$ cat src/sv/ivp_pkg.sv
// Shared types, widths, constants and the sine table for the vertex projection pipeline.
package ivp_pkg;

    localparam int ELEVATION_DEG   = 30;
    localparam int COORD_FRAC_BITS = 16;

    localparam int IDX_W   = 3;
    localparam int DATA_W  = 32;
    localparam int COORD_W = 32;
    localparam int TRIG_W  = 16;   // signed Q1.14 sine and cosine
    localparam int WORLD_W = 41;   // scaled and offset coordinate
    localparam int ROTP_W  = WORLD_W + TRIG_W;  // one rotation product
    localparam int ROT_W   = ROTP_W + 1 - 14;   // rotated coordinate
    localparam int MIX_W   = ROT_W + 1;         // sum or difference of rotated coordinates
    localparam int ELP_W   = MIX_W + TRIG_W;    // elevation product
    localparam int ISO_W   = ELP_W - 14 + 1;    // projected coordinate
    localparam int ZOOM_W  = 14;
    localparam int ZP_W    = ISO_W + ZOOM_W + 1;
    localparam int PIX_W   = ZP_W - 12 + 1;
    localparam int INT_W   = PIX_W - COORD_FRAC_BITS;
    localparam int SCR_W   = 16;
    localparam int LATENCY = 7;

    typedef enum logic [IDX_W-1:0] {
        REG_VIEW_ANGLE = 3'd0,
        REG_ZOOM       = 3'd1,
        REG_SCALE      = 3'd2,
        REG_POS_X      = 3'd3,
        REG_POS_Y      = 3'd4,
        REG_POS_Z      = 3'd5,
        REG_CENTER_X   = 3'd6,
        REG_CENTER_Y   = 3'd7
    } reg_idx_t;

    typedef struct packed {
        logic        [ZOOM_W-1:0]  zoom_factor;
        logic        [15:0]        model_scale;
        logic signed [COORD_W-1:0] model_pos_x;
        logic signed [COORD_W-1:0] model_pos_y;
        logic signed [COORD_W-1:0] model_pos_z;
        logic signed [COORD_W-1:0] center_x;
        logic signed [COORD_W-1:0] center_y;
        logic signed [TRIG_W-1:0]  view_cos;
        logic signed [TRIG_W-1:0]  view_sin;
    } cfg_t;

    // round(sin(d degrees) * 16384) for d = 0..90.
    localparam logic [14:0] SINE_ROM [0:90] = '{
        15'd0,     15'd286,   15'd572,   15'd857,   15'd1143,  15'd1428,  15'd1713,
        15'd1997,  15'd2280,  15'd2563,  15'd2845,  15'd3126,  15'd3406,  15'd3686,
        15'd3964,  15'd4240,  15'd4516,  15'd4790,  15'd5063,  15'd5334,  15'd5604,
        15'd5872,  15'd6138,  15'd6402,  15'd6664,  15'd6924,  15'd7182,  15'd7438,
        15'd7692,  15'd7943,  15'd8192,  15'd8438,  15'd8682,  15'd8923,  15'd9162,
        15'd9397,  15'd9630,  15'd9860,  15'd10087, 15'd10311, 15'd10531, 15'd10749,
        15'd10963, 15'd11174, 15'd11381, 15'd11585, 15'd11786, 15'd11982, 15'd12176,
        15'd12365, 15'd12551, 15'd12733, 15'd12911, 15'd13085, 15'd13255, 15'd13421,
        15'd13583, 15'd13741, 15'd13894, 15'd14044, 15'd14189, 15'd14330, 15'd14466,
        15'd14598, 15'd14726, 15'd14849, 15'd14968, 15'd15082, 15'd15191, 15'd15296,
        15'd15396, 15'd15491, 15'd15582, 15'd15668, 15'd15749, 15'd15826, 15'd15897,
        15'd15964, 15'd16026, 15'd16083, 15'd16135, 15'd16182, 15'd16225, 15'd16262,
        15'd16294, 15'd16322, 15'd16344, 15'd16362, 15'd16374, 15'd16382, 15'd16384
    };

    // Input is below 720, so one subtraction brings it into 0..359.
    function automatic logic signed [TRIG_W-1:0] sin_deg(input logic [9:0] deg);
        logic [9:0]  d;
        logic [14:0] mag;
        logic        neg;
        d = (deg >= 10'd360) ? deg - 10'd360 : deg;
        if (d <= 10'd90)
        begin
            mag = SINE_ROM[d[6:0]];
            neg = 1'b0;
        end
        else if (d <= 10'd180)
        begin
            mag = SINE_ROM[7'(10'd180 - d)];
            neg = 1'b0;
        end
        else if (d <= 10'd270)
        begin
            mag = SINE_ROM[7'(d - 10'd180)];
            neg = 1'b1;
        end
        else
        begin
            mag = SINE_ROM[7'(10'd360 - d)];
            neg = 1'b1;
        end
        return neg ? -$signed({1'b0, mag}) : $signed({1'b0, mag});
    endfunction

    function automatic logic signed [TRIG_W-1:0] cos_deg(input logic [8:0] deg);
        logic [9:0] d;
        d = (deg >= 9'd360) ? 10'(deg) - 10'd360 : 10'(deg);
        return sin_deg(d + 10'd90);
    endfunction

    localparam logic [8:0] ANGLE_RST = 9'd45;
    localparam logic signed [TRIG_W-1:0] ELEV_COS = cos_deg(9'(ELEVATION_DEG % 360));
    localparam logic signed [TRIG_W-1:0] ELEV_SIN = sin_deg(10'(ELEVATION_DEG % 360));

endpackage

$ cat src/sv/ivp_project.sv
// Stages 4 to 7: isometric projection, zoom, centering, truncation and saturation.
module ivp_project
(
    input  logic                                clk,
    input  logic                                rst_n,
    input  logic                                r_vld,
    input  logic signed [ivp_pkg::MIX_W-1:0]    r_diff,
    input  logic signed [ivp_pkg::MIX_W-1:0]    r_sum,
    input  logic signed [ivp_pkg::WORLD_W-1:0]  r_wy,
    input  ivp_pkg::cfg_t                       cfg,
    output logic                                done,
    output logic signed [ivp_pkg::SCR_W-1:0]    screen_x,
    output logic signed [ivp_pkg::SCR_W-1:0]    screen_y,
    output logic                                clipped
);

    localparam int ISO_W = ivp_pkg::ISO_W;
    localparam int ELP_W = ivp_pkg::ELP_W;
    localparam int ZP_W  = ivp_pkg::ZP_W;
    localparam int PIX_W = ivp_pkg::PIX_W;
    localparam int INT_W = ivp_pkg::INT_W;
    localparam int FB    = ivp_pkg::COORD_FRAC_BITS;
    localparam int SCR_W = ivp_pkg::SCR_W;
    localparam logic signed [INT_W-1:0] SAT_MAX = INT_W'((1 << (SCR_W - 1)) - 1);
    localparam logic signed [INT_W-1:0] SAT_MIN = -INT_W'(1 << (SCR_W - 1));

    logic                      vld4_reg, vld5_reg, vld6_reg, done_reg;
    logic signed [ISO_W-1:0]   isox_reg, isoy_reg;
    logic signed [ISO_W-1:0]   isox_next, isoy_next;
    logic signed [ELP_W-1:0]   dm, sm;
    logic signed [ZP_W-1:0]    zx_reg, zy_reg;
    logic signed [PIX_W-1:0]   px_reg, py_reg;
    logic signed [PIX_W-1:0]   px_next, py_next;
    logic signed [PIX_W-1:0]   bx, by;
    logic signed [INT_W-1:0]   qx, qy;
    logic signed [SCR_W-1:0]   sx_reg, sy_reg, sx_next, sy_next;
    logic                      clip_reg, clip_next;
    logic                      hit_x, hit_y;

    always_ff @(posedge clk or negedge rst_n)
    begin
        if (!rst_n)
        begin
            vld4_reg <= 1'b0;
            vld5_reg <= 1'b0;
            vld6_reg <= 1'b0;
            done_reg <= 1'b0;
        end
        else
        begin
            vld4_reg <= r_vld;
            vld5_reg <= vld4_reg;
            vld6_reg <= vld5_reg;
            done_reg <= vld6_reg;
        end
    end

    // Stage 4: fixed-elevation projection.
    always_comb
    begin
        dm = ELP_W'(r_diff) * ELP_W'(ivp_pkg::ELEV_COS);
        sm = ELP_W'(r_sum) * ELP_W'(ivp_pkg::ELEV_SIN);
        isox_next = ISO_W'(dm >>> 14);
        isoy_next = ISO_W'(r_wy) + ISO_W'(sm >>> 14);
    end

    always_ff @(posedge clk)
    begin
        if (r_vld)
        begin
            isox_reg <= isox_next;
            isoy_reg <= isoy_next;
        end
    end

    // Stage 5: zoom.
    always_ff @(posedge clk)
    begin
        if (vld4_reg)
        begin
            zx_reg <= ZP_W'(isox_reg) * ZP_W'($signed({1'b0, cfg.zoom_factor}));
            zy_reg <= ZP_W'(isoy_reg) * ZP_W'($signed({1'b0, cfg.zoom_factor}));
        end
    end

    // Stage 6: back to coordinate format and screen centering.
    always_comb
    begin
        px_next = PIX_W'(zx_reg >>> 12) + PIX_W'($signed(cfg.center_x));
        py_next = PIX_W'(zy_reg >>> 12) + PIX_W'($signed(cfg.center_y));
    end

    always_ff @(posedge clk)
    begin
        if (vld5_reg)
        begin
            px_reg <= px_next;
            py_reg <= py_next;
        end
    end

    // Stage 7: a negative value gets a bias of 2^FB - 1 so that the
    // arithmetic shift truncates toward zero, then saturation.
    always_comb
    begin
        bx = px_reg + $signed({{(PIX_W-FB){1'b0}}, {FB{px_reg[PIX_W-1]}}});
        by = py_reg + $signed({{(PIX_W-FB){1'b0}}, {FB{py_reg[PIX_W-1]}}});
        qx = INT_W'(bx >>> FB);
        qy = INT_W'(by >>> FB);
        hit_x = (qx > SAT_MAX) || (qx < SAT_MIN);
        hit_y = (qy > SAT_MAX) || (qy < SAT_MIN);
        if (qx > SAT_MAX)
            sx_next = SAT_MAX[SCR_W-1:0];
        else if (qx < SAT_MIN)
            sx_next = SAT_MIN[SCR_W-1:0];
        else
            sx_next = qx[SCR_W-1:0];
        if (qy > SAT_MAX)
            sy_next = SAT_MAX[SCR_W-1:0];
        else if (qy < SAT_MIN)
            sy_next = SAT_MIN[SCR_W-1:0];
        else
            sy_next = qy[SCR_W-1:0];
        clip_next = hit_x || hit_y;
    end

    always_ff @(posedge clk)
    begin
        if (vld6_reg)
        begin
            sx_reg   <= sx_next;
            sy_reg   <= sy_next;
            clip_reg <= clip_next;
        end
    end

    assign done     = done_reg;
    assign screen_x = sx_reg;
    assign screen_y = sy_reg;
    assign clipped  = clip_reg;

endmodule

$ cat config.mk
export PLATFORM = sky130hd
export DESIGN_NAME = ivp_project
export DESIGN_NICKNAME = d
export VERILOG_FILES = /design/src/sv/ivp_pkg.sv /design/src/sv/ivp_project.sv
export SDC_FILE = /design/constraint.sdc
export NUM_CORES = 2
export LEC_CHECK = 0
export BUFFER_PORTS_ARGS = -buffer_cell sky130_fd_sc_hd__buf_2
export CORE_MARGIN = 3
export CORE_UTILIZATION = 40
export DETAILED_ROUTE_END_ITERATION = 8
export PLACE_DENSITY = 0.64
export SETUP_SLACK_MARGIN = 0.05
export SYNTH_ARGS = -nofsm -noshare
export SYNTH_HDL_FRONTEND = slang
export SYNTH_SLANG_ARGS = --single-unit
$ cat constraint.sdc
create_clock -name clk -period 6.4 [get_ports clk]
set_input_delay 0.96 -clock clk [delete_from_list [all_inputs] [get_ports clk]]
set_output_delay 0.96 -clock clk [all_outputs]
set_load 0.02 [all_outputs]
==> flow_metrics.tcl <==
set metrics [dict create \
    worstHoldPathType "in2async" \
    worst_setup_path_start_kind "input port" \
    drt.antenna.violating_nets 0 \
    timing.slew.headroom_pct 23.7 \
    status "finished, violations left" \
    start_util_pct 40.5 \
    die_w_um 438 \
    worst_setup_path_category "in2reg" \
    wire_length_of_the_first_global_routing_pass_mm 322 \
    largest_net_degree_at_the_start_of_global_routing 54 \
    timing.critical_path.cells "buf_12, buf_16, bufbuf_16, and2_1, fa_1, inv_1, fa_1, inv_1, fa_1, fa_2, fa_1, inv_1, fa_1, inv_2, ha_4, buf_4, nand4_1, nor2_4, nand3_2, a21o_4, a211oi_4, o21a_1, nor2_4, o221a_2" \
    cts_tree "done" \
    clkTransAtPathRegs_ps 70 \
    placed_cells 11100 \
    ys_seq_area_share_pct 13.1 \
    layout-drive-gt1-share_pct 19.2 \
    critical-path-slowest-cell "fa_1" \
    worst_pin_slew_ps 1130 \
    htree_num_levels 2 \
    register_area_um2 9810 \
    global_route.usage.total_pct 20.9 \
    drt_pass1_iterations 6 \
    layout-area-overhead-vs-synth_pct 20.5 \
    average_wire_per_standard_cell_um 17.8 \
    total_clock_buffers_created_by_cts 43 \
    critical_path_required_ps 6760 \
    yosys_warnings 0 \
    route.detailed.vias_per_inst 4.92 \
    fp.dieArea_um2 192000 \
    failing_checks "negative setup slack" \
    report.final.setup_viol 49 \
    worst_clock_skew_ps 49.4 \
    place.gp.congestion 0.896 \
    synth_ff_type "edfxtp_1" \
    async_flop_share_pct 1.22 \
    cp_buf_inv_count 8 \
    num_io_pins 390 \
    largest_reg_flops 52 \
    fin_nets 11200 \
    fin_cells 11200 \
    fmax_mhz 150 \
    rsz0062_at_grt "yes" \
    synth-edff-count 323 \
    place.detailed.hpwl_mm 167 \
    crit_path_max_incr_delay_ps 600 \
    clock_tree.buffer_depth 3 \
    clkLatencyLatePin_ps 640 \
    finalHoldViolations 0 \
    finish.utilization_pct 48.8 \
    yosys_register_bits 327 \
    clock_sink_count 327 \
    final_critical_path_setup_slack_ps -246 \
    mappedNetlistNets 10200 \
    critical-path-top-cell-by-count "fa_1" \
    cts_hold_buffers 0 \
    overflow 0 \
    grt_pass1_vias 59800 \
    fillers 17100 \
    clock_tree.root_cell "clkbuf_16" \
    postRouteWirelength_mm 200 \
    vias 55300 \
    drc_violation_total_after_the_first_tritonroute_iteration 2645 \
    critical-path-top-delay-family "adder cells" \
    post_synth_num_cell_types 99 \
    period_minus_slack_ps 6650 \
    path_max_fanout 8 \
    count_of_input_and_output_buffers 244 \
    synth_area_per_inst_um2 9.61 \
    synth.cell_area_um2 74600 \
    die_y_um 438 \
    timing.final.max_slew_violations 0 \
    timing.critical_path.arrival_ps 7010 \
    maxCapViolCount 0 \
    drc_errors 0 \
    post-route-period-util_pct 104 \
    multi_input_comb_area_um2 59100 \
    setup.worst_path.end_class "flip-flop" \
    post_synth_inst_count 7766 \
    core-area_um2 184000 \
    num_rows 157 \
    antenna_found_initial 7 \
]
==> logic make-up (layout without fill, tap and decap cells) <==
group                      count (synthesis)  after routing  synth area share (%)
xor gates and xnor gates                 290            290                  3.40
buffers and inverters                   2063           3067                  10.4
muxes                                      1              1                0.0134
DFF                                      327            327                  13.1
adders and majority gates               2117           2117                  50.6
other                                      0              3                     0
and+or+nand+nor                         2077           2077                  14.5
AOI/OAI and AO/OA                        891            891                  7.97
==> final timing paths <==
path | from | end | slack [ps] | cells after the start
min in group clk | zx_reg[12] | px_reg[0] | 560 | 1
worst max register to register | isox_reg[12] | zx_reg[59] | -150 | 22
max in group asynchronous | rst_n | vld5_reg | 6040 | 1
worst min register to register | zx_reg[12] | px_reg[0] | 560 | 1
worst max-delay path | cfg[208] | zx_reg[59] | -250 | 24
worst min-delay path | rst_n | done | 160 | 1
==> layout make-up <==
class,count,share of cell area [%]
antenna,3,0.00835
clock buffer,45,1.20
clock inverter,34,0.378
inverter,1796,7.50
multi-input combinational,5376,65.8
sequential,327,10.9
tap,2464,3.43
timing repair buffer,1192,10.8
==> cells in the final DEF (no fill, tap or decap), drive strengths merged, types with 8 or more instances in the layout <==
cell type  instances
inv             1805
fa              1497
buf             1179
and2             806
nand2            665
ha               620
edfxtp           323
a21oi            244
xnor2            193
nor2             191
a21o             172
o21ai            158
xor2              97
nand3             74
nor3              68
nand4             59
clkbuf            55
nor2b             49
and3              42
nand2b            40
o21bai            38
o21a              36
a31oi             34
a211oi            29
o211ai            28
o31ai             20
clkinv            19
or2               17
nor4              16
and4              15
a221oi            12
a211o             11
a21boi            10
or3                8
o2111ai            8
a31o               8
==> worst reg2reg max path: cells and delay by family, from the launching register on <==
family                   cells  cell delay [ps]
flip-flops                   1              510
adder cells (fa/ha/maj)      7             3340
AND/OR/NAND/NOR              4              420
AO/OA/AOI/OAI                6             1530
buffers and inverters        5              500
==> per-layer routing <==
| layer | up-vias | GRT usage [%] | share of wire (%) |
|---|---|---|---|
| met5 | - | 0 | 0.017 |
| met4 | 6 | 4.37 | 2.6 |
| met3 | 257 | 2.92 | 5.6 |
| met1 | 27600 | 29.9 | 46 |
| met2 | 1398 | 33.7 | 46 |
| li1 | 26000 | - | - |
==> stage by stage <==
stage / instance area (µm²) / worst slack, ps / setup TNS [ps] / hold WS (ps)
floorplan: 75800 / -397 / -9290 / 513
global placement: 85700 / -1030 / -62380 / 553
detailed placement: 85700 / -1040 / -68450 / 549
CTS: 88400 / -186 / -3230 / 123
global route: 89900 / -418 / -15570 / 146
finish: 89900 / -246 / -6560 / 161
==> timing repair <==
| action | 4_1_cts | 5_1_grt |
|---|---|---|
| pin swaps | 102 | 141 |
| gates cloned | 8 | 9 |
| buffers inserted | 34 | 44 |
| endpoints found under the setup margin | 52 | 93 |
| gates resized for setup | 168 | 223 |
==> cells in the mapped netlist, drive strengths merged (12+ instances only) <==
cell	number	share of area, %
or2	17	0.14
clkbuf	258	1.3
a31oi	34	0.29
nand3	74	0.50
edfxtp	323	13
nor4	16	0.16
o21a	36	0.36
nor2	191	0.96
nand4	59	0.51
xnor2	193	2.3
nand2	665	3.3
o31ai	20	0.23
a221oi	12	0.14
o211ai	28	0.28
and2	806	6.8
nor2b	49	0.41
fa	1497	40
ha	620	10
inv	1796	9.0
and4	15	0.18
a21o	172	1.7
nand2b	40	0.34
and3	42	0.36
o21ai	158	1.1
nor3	68	0.46
o21bai	38	0.38
a211oi	29	0.30
a21oi	244	1.7
xor2	97	1.1
Power is left out: the tool's default activity adds up to more than one toggle a clock period on the data nets, which glitch-free logic cannot reach.
